**src/design/acrl_pkg.sv**
```systemverilog
// Shared constants, widths and types of the alert cooldown rate limiter.
package acrl_pkg;

    localparam int TABLE_DEPTH = 64;
    localparam int TYPE_COUNT  = 64;
    localparam int AGENT_BITS  = 16;

    localparam int WINDOW_SECONDS = 60;

    localparam int IDX_W     = $clog2(TABLE_DEPTH);
    localparam int CNT_W     = $clog2(TABLE_DEPTH + 1);
    localparam int TYPE_BITS = (TYPE_COUNT > 1) ? $clog2(TYPE_COUNT) : 1;
    localparam int KEY_W     = TYPE_BITS + AGENT_BITS;
    localparam int TIME_W    = 32;
    localparam int ENTRY_W   = KEY_W + TIME_W;

    localparam logic [15:0] AGENT_MASK = (AGENT_BITS >= 16) ? 16'hFFFF :
                                         16'((32'd1 << AGENT_BITS) - 32'd1);

    // verdict codes
    localparam logic [1:0] VERDICT_NOT_ROUTED = 2'd0;
    localparam logic [1:0] VERDICT_SUPPRESSED = 2'd1;
    localparam logic [1:0] VERDICT_DROPPED    = 2'd2;
    localparam logic [1:0] VERDICT_FIRED      = 2'd3;

    // result of the shared age unit
    typedef struct packed {
        logic signed [TIME_W-1:0] age;
        logic                     ge_thr;
        logic                     gt_best;
    } age_res_t;

endpackage

```
**src/design/acrl_ram.sv**
```systemverilog
// Generic single-write, single-read RAM with registered read data.
module acrl_ram #(
    parameter int WIDTH = 8,
    parameter int DEPTH = 16
) (
    input  logic                     clk,
    input  logic                     we,
    input  logic [$clog2(DEPTH)-1:0] waddr,
    input  logic [WIDTH-1:0]         wdata,
    input  logic [$clog2(DEPTH)-1:0] raddr,
    output logic [WIDTH-1:0]         rdata
);

    logic [WIDTH-1:0] mem [DEPTH];

    always_ff @(posedge clk)
    begin
        if (we)
        begin
            mem[waddr] <= wdata;
        end
        rdata <= mem[raddr];
    end

endmodule

```
**src/design/acrl_age_unit.sv**
```systemverilog
// Shared age unit: signed age of a time stamp, threshold and best-age compares.
module acrl_age_unit
    import acrl_pkg::*;
(
    input  logic [TIME_W-1:0]        now_time,
    input  logic [TIME_W-1:0]        then_time,
    input  logic [19:0]              thr,
    input  logic signed [TIME_W-1:0] best,
    output age_res_t                 res
);

    logic [TIME_W-1:0] diff;

    always_comb
    begin
        diff        = now_time - then_time;
        res.age     = $signed(diff);
        // compare in one extra bit so the unsigned threshold stays positive
        res.ge_thr  = $signed({diff[TIME_W-1], diff}) >=
                      $signed({{(TIME_W - 19){1'b0}}, thr});
        res.gt_best = $signed(diff) > best;
    end

endmodule

```
**src/design/alert_cooldown_rate_limiter_core.sv**
```systemverilog
// Top level of the alert cooldown rate limiter: sequencer, key table and APB registers.
//
// One event is taken at a time. An event whose type is not routed goes from the idle state
// straight to the output state. A routed event walks the whole key table through the
// single read port of the table RAM, one entry a cycle; after a hit it goes to the output
// state as suppressed, else the window state drops it on the budget or fires it through
// the insert state. A fire that finds the table at its limit walks the table a second time
// to sweep expired keys and find the oldest one, passing the evict state before the insert.
// From the output state the result is loaded once the output register is free, and the
// input is ready again in the cycle after that. All table walks share one age
// subtract-and-compare unit. Valid bits sit in flip-flops, so the block is ready
// straight after reset. A finished result waits in the output register while the next
// event is taken; the sequencer holds the following result until that register is free.
module alert_cooldown_rate_limiter_core
    import acrl_pkg::*;
(
    input  logic        clk,
    input  logic        rst_n,
    // APB configuration
    input  logic        psel,
    input  logic        penable,
    input  logic        pwrite,
    input  logic [4:0]  paddr,
    input  logic [63:0] pwdata,
    output logic [63:0] prdata,
    output logic        pready,
    // event stream
    input  logic        s_axis_tvalid,
    output logic        s_axis_tready,
    input  logic [71:0] s_axis_tdata,  // type_id[5:0], agent_code[21:6], subject_tag[37:22],
                                       // now_time[69:38], zero fill
    // result stream
    output logic        m_axis_tvalid,
    input  logic        m_axis_tready,
    output logic [39:0] m_axis_tdata,  // alert_type[5:0], alert_agent[21:6],
                                       // alert_subject[37:22], zero fill
    output logic [7:0]  m_axis_tuser   // verdict[1:0], evicted[2], zero fill
);

    localparam logic [1:0] REG_ROUTED   = 2'd0;
    localparam logic [1:0] REG_COOLDOWN = 2'd1;
    localparam logic [1:0] REG_FIRES    = 2'd2;
    localparam logic [1:0] REG_LIMIT    = 2'd3;

    localparam logic [2:0] ST_IDLE   = 3'd0;
    localparam logic [2:0] ST_SCAN   = 3'd1;
    localparam logic [2:0] ST_WIN    = 3'd2;
    localparam logic [2:0] ST_SWEEP  = 3'd3;
    localparam logic [2:0] ST_EVICT  = 3'd4;
    localparam logic [2:0] ST_INSERT = 3'd5;
    localparam logic [2:0] ST_OUT    = 3'd6;

    localparam logic [IDX_W:0] SCAN_END = (IDX_W + 1)'(TABLE_DEPTH);

    // configuration
    logic [63:0] mask_reg;
    logic [19:0] cool_reg;
    logic [15:0] fires_reg;
    logic [6:0]  limit_reg;
    logic        cfg_wr;

    // sequencer
    logic [2:0]  state_reg, state_next;
    logic [IDX_W:0] scan_idx_reg, scan_idx_next;
    logic        pend_reg, pend_next;
    logic [IDX_W-1:0] pend_idx_reg, pend_idx_next;
    logic        hit_reg, hit_next;
    logic        match_vld_reg, match_vld_next;
    logic [IDX_W-1:0] match_idx_reg, match_idx_next;
    logic        free_vld_reg, free_vld_next;
    logic [IDX_W-1:0] free_idx_reg, free_idx_next;
    logic        found_reg, found_next;
    logic [IDX_W-1:0] victim_reg, victim_next;
    logic signed [TIME_W-1:0] best_reg, best_next;
    logic [IDX_W-1:0] slot_reg, slot_next;
    logic [1:0]  verdict_reg, verdict_next;
    logic        evicted_reg, evicted_next;

    // table and window state
    logic [TABLE_DEPTH-1:0] valid_reg, valid_next;
    logic [CNT_W-1:0] fill_reg, fill_next;
    logic [TIME_W-1:0] ws_reg, ws_next;
    logic [15:0] wc_reg, wc_next;

    // event payload
    logic [5:0]  type_reg;
    logic [15:0] agent_reg;
    logic [15:0] subject_reg;
    logic [TIME_W-1:0] now_reg;

    // result register
    logic        m_valid_reg, m_valid_next;
    logic        m_load;
    logic [1:0]  m_verdict_reg;
    logic        m_evicted_reg;
    logic [5:0]  m_type_reg;
    logic [15:0] m_agent_reg;
    logic [15:0] m_subject_reg;

    // datapath
    logic        s_accept;
    logic [5:0]  in_type;
    logic        in_routed;
    logic [KEY_W-1:0] key;
    logic        ram_we;
    logic [IDX_W-1:0] ram_raddr;
    logic [ENTRY_W-1:0] ram_rdata;
    logic [KEY_W-1:0] rd_key;
    logic [TIME_W-1:0] rd_time;
    logic        ent_valid;
    logic        scan_issue;
    logic        scan_done;
    logic [TIME_W-1:0] au_then;
    logic [19:0] au_thr;
    age_res_t    au;
    logic [CNT_W-1:0] limit_eff;
    logic [31:0] lim32;
    logic [15:0] wc_eff;

    // ---------------- configuration port ----------------
    assign pready = 1'b1;
    assign cfg_wr = psel && penable && pwrite && pready;

    always_ff @(posedge clk or negedge rst_n)
    begin
        if (!rst_n)
        begin
            mask_reg  <= '0;
            cool_reg  <= 20'd300;
            fires_reg <= 16'd60;
            limit_reg <= 7'd64;
        end
        else if (cfg_wr)
        begin
            case (paddr[4:3])
                REG_ROUTED:   mask_reg  <= pwdata;
                REG_COOLDOWN: cool_reg  <= pwdata[19:0];
                REG_FIRES:    fires_reg <= pwdata[15:0];
                REG_LIMIT:    limit_reg <= pwdata[6:0];
                default:      mask_reg  <= mask_reg;
            endcase
        end
    end

    always_comb
    begin
        case (paddr[4:3])
            REG_ROUTED:   prdata = mask_reg;
            REG_COOLDOWN: prdata = {44'd0, cool_reg};
            REG_FIRES:    prdata = {48'd0, fires_reg};
            REG_LIMIT:    prdata = {57'd0, limit_reg};
            default:      prdata = '0;
        endcase
    end

    // limit of zero acts as one, above the depth as the depth
    always_comb
    begin
        lim32 = 32'(limit_reg);
        if (lim32 == 32'd0)
        begin
            lim32 = 32'd1;
        end
        else if (lim32 > 32'(TABLE_DEPTH))
        begin
            lim32 = 32'(TABLE_DEPTH);
        end
        limit_eff = CNT_W'(lim32);
    end

    // ---------------- input side ----------------
    assign s_axis_tready = (state_reg == ST_IDLE);
    assign s_accept      = s_axis_tvalid && s_axis_tready;
    assign in_type       = s_axis_tdata[5:0];
    assign in_routed     = ({1'b0, in_type} < 7'(TYPE_COUNT)) && mask_reg[in_type];

    always_ff @(posedge clk)
    begin
        if (s_accept)
        begin
            type_reg    <= in_type;
            agent_reg   <= s_axis_tdata[21:6];
            subject_reg <= s_axis_tdata[37:22];
            now_reg     <= s_axis_tdata[69:38];
        end
    end

    assign key = (KEY_W'(type_reg[TYPE_BITS-1:0]) << AGENT_BITS) |
                 KEY_W'(agent_reg & AGENT_MASK);

    // ---------------- key table ----------------
    assign ram_raddr = scan_idx_reg[IDX_W-1:0];

    acrl_ram #(
        .WIDTH (ENTRY_W),
        .DEPTH (TABLE_DEPTH)
    ) u_table (
        .clk   (clk),
        .we    (ram_we),
        .waddr (slot_reg),
        .wdata ({now_reg, key}),
        .raddr (ram_raddr),
        .rdata (ram_rdata)
    );

    assign rd_key    = ram_rdata[KEY_W-1:0];
    assign rd_time   = ram_rdata[ENTRY_W-1:KEY_W];
    assign ent_valid = valid_reg[pend_idx_reg];

    assign au_then = (state_reg == ST_WIN) ? ws_reg : rd_time;
    assign au_thr  = (state_reg == ST_WIN) ? 20'(WINDOW_SECONDS) : cool_reg;

    acrl_age_unit u_age (
        .now_time  (now_reg),
        .then_time (au_then),
        .thr       (au_thr),
        .best      (best_reg),
        .res       (au)
    );

    assign scan_issue = (scan_idx_reg < SCAN_END);
    assign scan_done  = !scan_issue && !pend_reg;
    assign m_load     = (state_reg == ST_OUT) && (!m_valid_reg || m_axis_tready);

    // ---------------- sequencer ----------------
    always_comb
    begin
        state_next     = state_reg;
        scan_idx_next  = scan_idx_reg;
        pend_next      = 1'b0;
        pend_idx_next  = pend_idx_reg;
        hit_next       = hit_reg;
        match_vld_next = match_vld_reg;
        match_idx_next = match_idx_reg;
        free_vld_next  = free_vld_reg;
        free_idx_next  = free_idx_reg;
        found_next     = found_reg;
        victim_next    = victim_reg;
        best_next      = best_reg;
        slot_next      = slot_reg;
        verdict_next   = verdict_reg;
        evicted_next   = evicted_reg;
        valid_next     = valid_reg;
        fill_next      = fill_reg;
        ws_next        = ws_reg;
        wc_next        = wc_reg;
        wc_eff         = wc_reg;
        ram_we         = 1'b0;

        if ((state_reg == ST_SCAN || state_reg == ST_SWEEP) && scan_issue)
        begin
            scan_idx_next = scan_idx_reg + (IDX_W + 1)'(1);
            pend_next     = 1'b1;
            pend_idx_next = scan_idx_reg[IDX_W-1:0];
        end

        case (state_reg)
            ST_IDLE:
            begin
                if (s_accept)
                begin
                    evicted_next   = 1'b0;
                    scan_idx_next  = '0;
                    hit_next       = 1'b0;
                    match_vld_next = 1'b0;
                    free_vld_next  = 1'b0;
                    if (in_routed)
                    begin
                        state_next = ST_SCAN;
                    end
                    else
                    begin
                        verdict_next = VERDICT_NOT_ROUTED;
                        state_next   = ST_OUT;
                    end
                end
            end

            ST_SCAN:
            begin
                if (pend_reg)
                begin
                    if (ent_valid)
                    begin
                        if (rd_key == key)
                        begin
                            if (!match_vld_reg)
                            begin
                                match_vld_next = 1'b1;
                                match_idx_next = pend_idx_reg;
                            end
                            if (!au.ge_thr)
                            begin
                                hit_next = 1'b1;
                            end
                        end
                    end
                    else if (!free_vld_reg)
                    begin
                        free_vld_next = 1'b1;
                        free_idx_next = pend_idx_reg;
                    end
                end
                if (scan_done)
                begin
                    if (hit_reg)
                    begin
                        verdict_next = VERDICT_SUPPRESSED;
                        state_next   = ST_OUT;
                    end
                    else
                    begin
                        state_next = ST_WIN;
                    end
                end
            end

            ST_WIN:
            begin
                // window rollover before the budget test
                if (au.ge_thr)
                begin
                    ws_next = now_reg;
                    wc_eff  = '0;
                end
                wc_next = wc_eff;
                if (wc_eff >= fires_reg)
                begin
                    verdict_next = VERDICT_DROPPED;
                    state_next   = ST_OUT;
                end
                else
                begin
                    wc_next = wc_eff + 16'd1;
                    if (fill_reg < limit_eff)
                    begin
                        slot_next  = match_vld_reg ? match_idx_reg : free_idx_reg;
                        state_next = ST_INSERT;
                    end
                    else
                    begin
                        scan_idx_next = '0;
                        free_vld_next = 1'b0;
                        found_next    = 1'b0;
                        best_next     = '0;
                        state_next    = ST_SWEEP;
                    end
                end
            end

            ST_SWEEP:
            begin
                if (pend_reg)
                begin
                    if (ent_valid && au.ge_thr)
                    begin
                        valid_next[pend_idx_reg] = 1'b0;
                        fill_next                = fill_reg - CNT_W'(1);
                        if (!free_vld_reg)
                        begin
                            free_vld_next = 1'b1;
                            free_idx_next = pend_idx_reg;
                        end
                    end
                    else if (ent_valid)
                    begin
                        // oldest survivor, ties to the lowest slot
                        if (!found_reg || au.gt_best)
                        begin
                            found_next  = 1'b1;
                            best_next   = au.age;
                            victim_next = pend_idx_reg;
                        end
                    end
                    else if (!free_vld_reg)
                    begin
                        free_vld_next = 1'b1;
                        free_idx_next = pend_idx_reg;
                    end
                end
                if (scan_done)
                begin
                    state_next = ST_EVICT;
                end
            end

            ST_EVICT:
            begin
                // the matching key, if any, was expired and has gone in the sweep
                if (fill_reg >= limit_eff && found_reg)
                begin
                    valid_next[victim_reg] = 1'b0;
                    fill_next              = fill_reg - CNT_W'(1);
                    evicted_next           = 1'b1;
                    if (free_vld_reg && free_idx_reg < victim_reg)
                    begin
                        slot_next = free_idx_reg;
                    end
                    else
                    begin
                        slot_next = victim_reg;
                    end
                end
                else
                begin
                    slot_next = free_idx_reg;
                end
                state_next = ST_INSERT;
            end

            ST_INSERT:
            begin
                ram_we               = 1'b1;
                valid_next[slot_reg] = 1'b1;
                if (!valid_reg[slot_reg])
                begin
                    fill_next = fill_reg + CNT_W'(1);
                end
                verdict_next = VERDICT_FIRED;
                state_next   = ST_OUT;
            end

            ST_OUT:
            begin
                if (m_load)
                begin
                    state_next = ST_IDLE;
                end
            end

            default:
            begin
                state_next = ST_IDLE;
            end
        endcase
    end

    always_ff @(posedge clk or negedge rst_n)
    begin
        if (!rst_n)
        begin
            state_reg     <= ST_IDLE;
            scan_idx_reg  <= '0;
            pend_reg      <= 1'b0;
            valid_reg     <= '0;
            fill_reg      <= '0;
            ws_reg        <= '0;
            wc_reg        <= '0;
            m_valid_reg   <= 1'b0;
        end
        else
        begin
            state_reg     <= state_next;
            scan_idx_reg  <= scan_idx_next;
            pend_reg      <= pend_next;
            valid_reg     <= valid_next;
            fill_reg      <= fill_next;
            ws_reg        <= ws_next;
            wc_reg        <= wc_next;
            m_valid_reg   <= m_valid_next;
        end
    end

    always_ff @(posedge clk)
    begin
        pend_idx_reg  <= pend_idx_next;
        hit_reg       <= hit_next;
        match_vld_reg <= match_vld_next;
        match_idx_reg <= match_idx_next;
        free_vld_reg  <= free_vld_next;
        free_idx_reg  <= free_idx_next;
        found_reg     <= found_next;
        victim_reg    <= victim_next;
        best_reg      <= best_next;
        slot_reg      <= slot_next;
        verdict_reg   <= verdict_next;
        evicted_reg   <= evicted_next;
    end

    // ---------------- result register ----------------
    always_comb
    begin
        m_valid_next = m_valid_reg;
        if (m_load)
        begin
            m_valid_next = 1'b1;
        end
        else if (m_valid_reg && m_axis_tready)
        begin
            m_valid_next = 1'b0;
        end
    end

    always_ff @(posedge clk)
    begin
        if (m_load)
        begin
            m_verdict_reg <= verdict_reg;
            m_evicted_reg <= evicted_reg;
            m_type_reg    <= type_reg;
            m_agent_reg   <= agent_reg;
            m_subject_reg <= subject_reg;
        end
    end

    assign m_axis_tvalid = m_valid_reg;
    assign m_axis_tdata  = {2'd0, m_subject_reg, m_agent_reg, m_type_reg};
    assign m_axis_tuser  = {5'd0, m_evicted_reg, m_verdict_reg};

endmodule

```
**config.mk**
```make
export PLATFORM = sky130hd
export DESIGN_NAME = alert_cooldown_rate_limiter_core
export DESIGN_NICKNAME = d
export VERILOG_FILES = /design/src/design/acrl_pkg.sv /design/src/design/acrl_ram.sv /design/src/design/acrl_age_unit.sv /design/src/design/alert_cooldown_rate_limiter_core.sv
export SDC_FILE = /design/constraint.sdc
export NUM_CORES = 2
export LEC_CHECK = 0
export ABC_AREA = 0
export BUFFER_PORTS_ARGS = -buffer_cell sky130_fd_sc_hd__buf_2
export CAP_MARGIN = 30
export CELL_PAD_IN_SITES_DETAIL_PLACEMENT = 1
export CELL_PAD_IN_SITES_GLOBAL_PLACEMENT = 1
export CORE_MARGIN = 2
export CORE_UTILIZATION = 60
export DETAILED_ROUTE_END_ITERATION = 8
export PLACE_DENSITY_LB_ADDON = 0.1
export SLEW_MARGIN = 20
export SYNTH_ARGS = -nofsm -noshare
export SYNTH_HDL_FRONTEND = slang
export SYNTH_SLANG_ARGS = --single-unit
```
**constraint.sdc**
```tcl
create_clock -name clk -period 20.8 [get_ports clk]
set_clock_uncertainty 0.1 [all_clocks]
set_input_delay 1.04 -clock clk [delete_from_list [all_inputs] [get_ports clk]]
set_output_delay 1.04 -clock clk [all_outputs]
set_load 0.005 [all_outputs]
```
==> Word-level counts from Yosys, hierarchy flattened <==
Memories as Yosys holds them, arrays and structs flattened. A register that Yosys moved wholly into a read port is not among the register bits.
Cells that the tools add are included.
{ "word_totals": {"inputBits": 148, "ff_bits": 418, "n_memories": 1, "output_inout_bits": 115, "ramBits": 3456, "word_cells": 241} }
{ "mem_list": {"columns": ["memory", "words", "word_bits", "rd", "rd_ports_with_merged_regs", "wr", "line_no", "text"], "rows": [
  ["u_table.mem", 64, 54, 1, 1, 1, "acrl_ram.sv:14", "logic [WIDTH-1:0] mem [DEPTH];"]
]} }
{ "op_classes": {"n_eq_ne": 31, "mux": 98, "magnitude_cmp": 15, "reduce_logical": 50, "n_bitwise": 8, "addsub": 5} }
{ "ops": {"columns": ["operator", "count"], "rows": [
  ["one-hot mux 64 bit (4 select lines)", 1],
  ["two-way mux 32 bit", 7],
  ["two-way mux 64 bit", 3],
  ["one-hot mux 64 bit (3 select lines)", 1],
  ["bitwise AND 64 bit", 2],
  ["inverter 64 bit", 2],
  ["two-way mux 7 bit", 10],
  ["OR 64 bit", 1],
  ["one-hot mux 32 bit (2 select lines)", 1],
  ["two-way mux 6 bit", 10],
  ["two-way mux 16 bit", 3],
  [">= comparator 32 x 21 -> 1 bit", 1],
  ["greater-than comparator 32 bit", 1],
  ["subtractor 32 bit", 1],
  ["two-way mux 1 bit", 31],
  ["!= test 2 bit (second input constant)", 15],
  ["less-than comparator 6 x 7 -> 1 bit (second input constant)", 4],
  ["two-way mux 3 bit", 8],
  ["one-hot mux 6 bit (2 select lines)", 2],
  ["equality test 22 bit", 1],
  ["OR 22 x 16 -> 22 bit", 1],
  ["one-hot mux 3 bit (7 select lines)", 1],
  ["one-hot mux 7 bit (3 select lines)", 1],
  ["two-way mux 20 bit", 1],
  ["other kinds (39)", 98]
]} }

==> Longest topological paths before layout <==
{ "depth": {"ltp_word": 10, "ltp_mapped": 38, "mapped_depth_nobuf": 33} }

==> Modules after synthesis <==
From an unflattened synthesis, not the netlist that was laid out.
{ "hier_totals": {"hier_cells": 7793, "area_unflattened_um2": 155505.4} }
{ "modules_own_cells": {"columns": ["module", "cells_per_inst", "seq_area_each_um2", "instances", "area_each_um2"], "rows": [
  ["acrl_ram", 5624, 104860.6, 1, 131857.7],
  ["alert_cooldown_rate_limiter_core", 1729, 11372.2, 1, 20518.4],
  ["acrl_age_unit", 440, 0.0, 1, 3129.3]
]} }

==> Least setup slack after synthesis <==
No wires, ideal clock.
{ "synth_timing": {"path_kind": "reg-to-reg", "start": "register state_reg[2]", "end": "register best_reg[0] (enable)", "path_slack_ps": 12038, "setup_ps": 435, "arrival_ps": 8227, "period_less_slack_ps": 8762, "path_buffers": 5, "required_time_ps": 20265, "path_stages_with_launch": 35, "cell_sequence": "dfrtp_1 clkbuf_1 nor2_1 nand2_1 clkbuf_1 buf_1 mux2i_1 ha_1 o21a_1 o31a_1 o311ai_0 and2_1 o21ai_0 a21oi_1 xnor2_1 ha_1 and4_1 o2111ai_1 or3b_2 a41oi_1 a211oi_1 a41o_4 buf_4 buf_2 nand2_1 ha_1 nand2b_1 a21o_1 a21o_1 a21oi_1 o21a_1 nor2_1 nor2_1 a21oi_1 o22ai_1"} }
{ "synth_lines": {"columns": ["element", "line_no", "text"], "rows": [
  ["start: declaration", "alert_cooldown_rate_limiter_core.sv:63", "logic [2:0] state_reg, state_next;"],
  ["start signal: assignment", "alert_cooldown_rate_limiter_core.sv:453", "state_reg <= state_next;"],
  ["end signal: assignment", "alert_cooldown_rate_limiter_core.sv:474", "best_reg <= best_next;"],
  ["end: declaration", "alert_cooldown_rate_limiter_core.sv:74", "logic signed [TIME_W-1:0] best_reg, best_next;"]
]} }

==> impl_metrics.toml <==
[timing]
drv_slew = 0
fin_crit_sh = 0.456
worst_slew_pin_slew_ps = 1100
finalSetupTns_ps = 0
rsz0062_at_grt = "false"
whs_ps = -4.85
fin_crit_ps = 9490
setup_viol = 0
hold_viol_final = 3
slew_headroom = 0.268
max_freq_mhz = 105

[worst_setup_path]
worstSetupPathType = "reg2reg"
arrival_ps = 10010
worstSetupStartpointType = "flip-flop"
cp_common_cell = "a21oi_1"
r2r-start = "state_reg[2]"
cp.required_ps = 21310
r2r_cells = 30
startpoint = "state_reg[2]"
max_stage_delay_ps = 720
rrSetupSlack_ps = 11310
end_kind = "flip-flop"
reg2reg_to = "best_reg[6]"
critPathSlowestCell = "dfrtp_1"
cp_max_fo = 41

[global_route]
grt_pass1_wl_mm = 653
antenna_found_initial = 20
first_global_vias = 84200
grt_max_degree = 109
track_usage = 0.358
overflow = 0

[pwr]
ir_drop_uv = 108
p_per_area_nw_per_um2 = 127
p_leak_nw = 56.7

[logic_synthesis]
yosysMostFrequentCell = "edfxtp_1"
synth_common_cells = "edfxtp_1, mux4_2, clkbuf_1, dfrtp_1, nor2_1"
synth_edf_count = 3636
yosysSeqAreaShare = 0.748
synth_cells = 7073
synth_area_leaders = "edfxtp_1, mux4_2, dfrtp_1"
synthArstFlopShare = 0.0606
synth_top_area_frac = 0.703
ys_seq_elements = 3928
netlist_area_um2 = 155000
ys.flop_type = "edfxtp_1"
yosys.area.top_type = "edfxtp_1"
yosys_warnings = 0
syn_avg_cell_area_um2 = 22.0
yosysUniqueCellTypes = 101

[route]
first_iter_violations = 11800
vias = 81800
viasPerCell = 7.20
wl_per_cell_um = 41.0
ant_nets = 0
drc = 0
firstDrtPassIters = 7
wirelength_mm = 465

[floorplanning]
chipHeight_um = 513
core_um2 = 257000
io_pins = 263
start_util = 0.604
dieArea_um2 = 263000
rows = 186
die_w_um = 513

[final_layout]
largest_reg_flops = 3456
fillers = 19800
area_growth_syn_to_layout_pct = 13.3
nets = 7914
drive_above_1_share = 0.324
fin_area_um2 = 176000

[cts]
cts_max_path_buffers = 4
root_buffer = "clkbuf_16"
cts_resized = 0
cts_buffers = 399
post_cts_buffers = 0
cts-htree-levels = 5
clkSlewWorstSetupHoldPaths_ps = 60
numClockSinks = 3928
clock_latency_ps = 990
postCtsHoldBufs = 0
cts_tree = "built"

[placement]
hpwl_mm = 257
place_area_um2 = 163000
io_buffers = 249
gp_congestion = 0.888

[min_path]
hp-class = "in2async"

[status]
violations = "hold timing"
outcome = "finished with violations"

[job]
maxCapViolCount = 0
[layout by cell type, fill, tap and decap left out, types with 114 or more instances in the layout]
cell,n
buf_2,248
a21oi_1,114
mux4_2,1176
nor2_1,148
edfxtp_1,3636
dfrtp_1,223
clkbuf_16,402
ha_1,116
nand2_1,131
buf_4,246
[worst max-delay path, delay by kind of cell, from the launching register on]
kind                     cells  cell delay [ps]
AND/OR/NAND/NOR              7             1450
XOR/XNOR                     1              450
flip-flops                   1              720
adder cells (fa/ha/maj)      3              950
buffers and inverters        2              740
AO/OA/AOI/OAI               16             4340
multiplexers                 1              250
[kinds of logic (layout without fill, tap and decap cells)]
family | Yosys count | in the layout | synth area share
buffers and inverters | 451 | 1342 | 0.0117
muxes | 1386 | 1386 | 0.186
other | 2 | 14 | 0.0000483
AOI/OAI and AO/OA | 464 | 464 | 0.0198
xor gates and xnor gates | 70 | 70 | 0.00413
and+or+nand+nor | 654 | 654 | 0.0209
DFF | 3928 | 3928 | 0.748
adders and majority gates | 118 | 118 | 0.00960
[power by group]
| part | switching (mW) | internal [mW] | total, mW |
|---|---|---|---|
| sequential | 0.276 | 9.25 | 9.53 |
| clock | 3.06 | 4.38 | 7.44 |
| combinational | 3.03 | 2.33 | 5.36 |
| total | 6.37 | 16.0 | 22.3 |
[per-stage QoR]
step | util | setup slack (ps) | cells | power (mW)
floorplan | - | 12040 | 7079 | 13.3
global placement | 0.630 | 11330 | 10600 | 14.8
detailed placement | 0.632 | 11450 | 10600 | 15.0
CTS | 0.684 | 11370 | 11300 | 22.4
global route | 0.685 | 10690 | 11400 | 23.0
finish | 0.685 | 11310 | 11400 | 22.3
[cell type report]
class                   count  area (um2)  area share
clock inverters           218        2730      0.0155
diodes                      6        15.0   0.0000852
clock buffers             505       10700      0.0605
multi-input cells        2700       37900       0.215
well taps                3384        4230      0.0240
repair buffers            534        4000      0.0227
inverters                  85         319     0.00181
flip-flops and latches   3928      116000       0.660
[how the worst max path moves through the flow]
| stage | endpoint | cells past startpoint |
|---|---|---|
| after global routing | best_reg[6] | 30 |
| after CTS | best_reg[6] | 30 |
| final | best_reg[6] | 30 |
| after global placement | best_reg[10] | 29 |
| after detailed placement | best_reg[8] | 30 |
| after floorplan | best_reg[0] | 34 |
[per-layer routing]
layer  up-vias  routed length, um  GRT usage
met5         -                 98          0
met4        14              24900      0.161
met3      1216              50400     0.0689
met2      6071             225000      0.571
met1     43700             165000      0.489
li1      30900                  -          -
No activity file was read; power rests on OpenSTA's default activity.
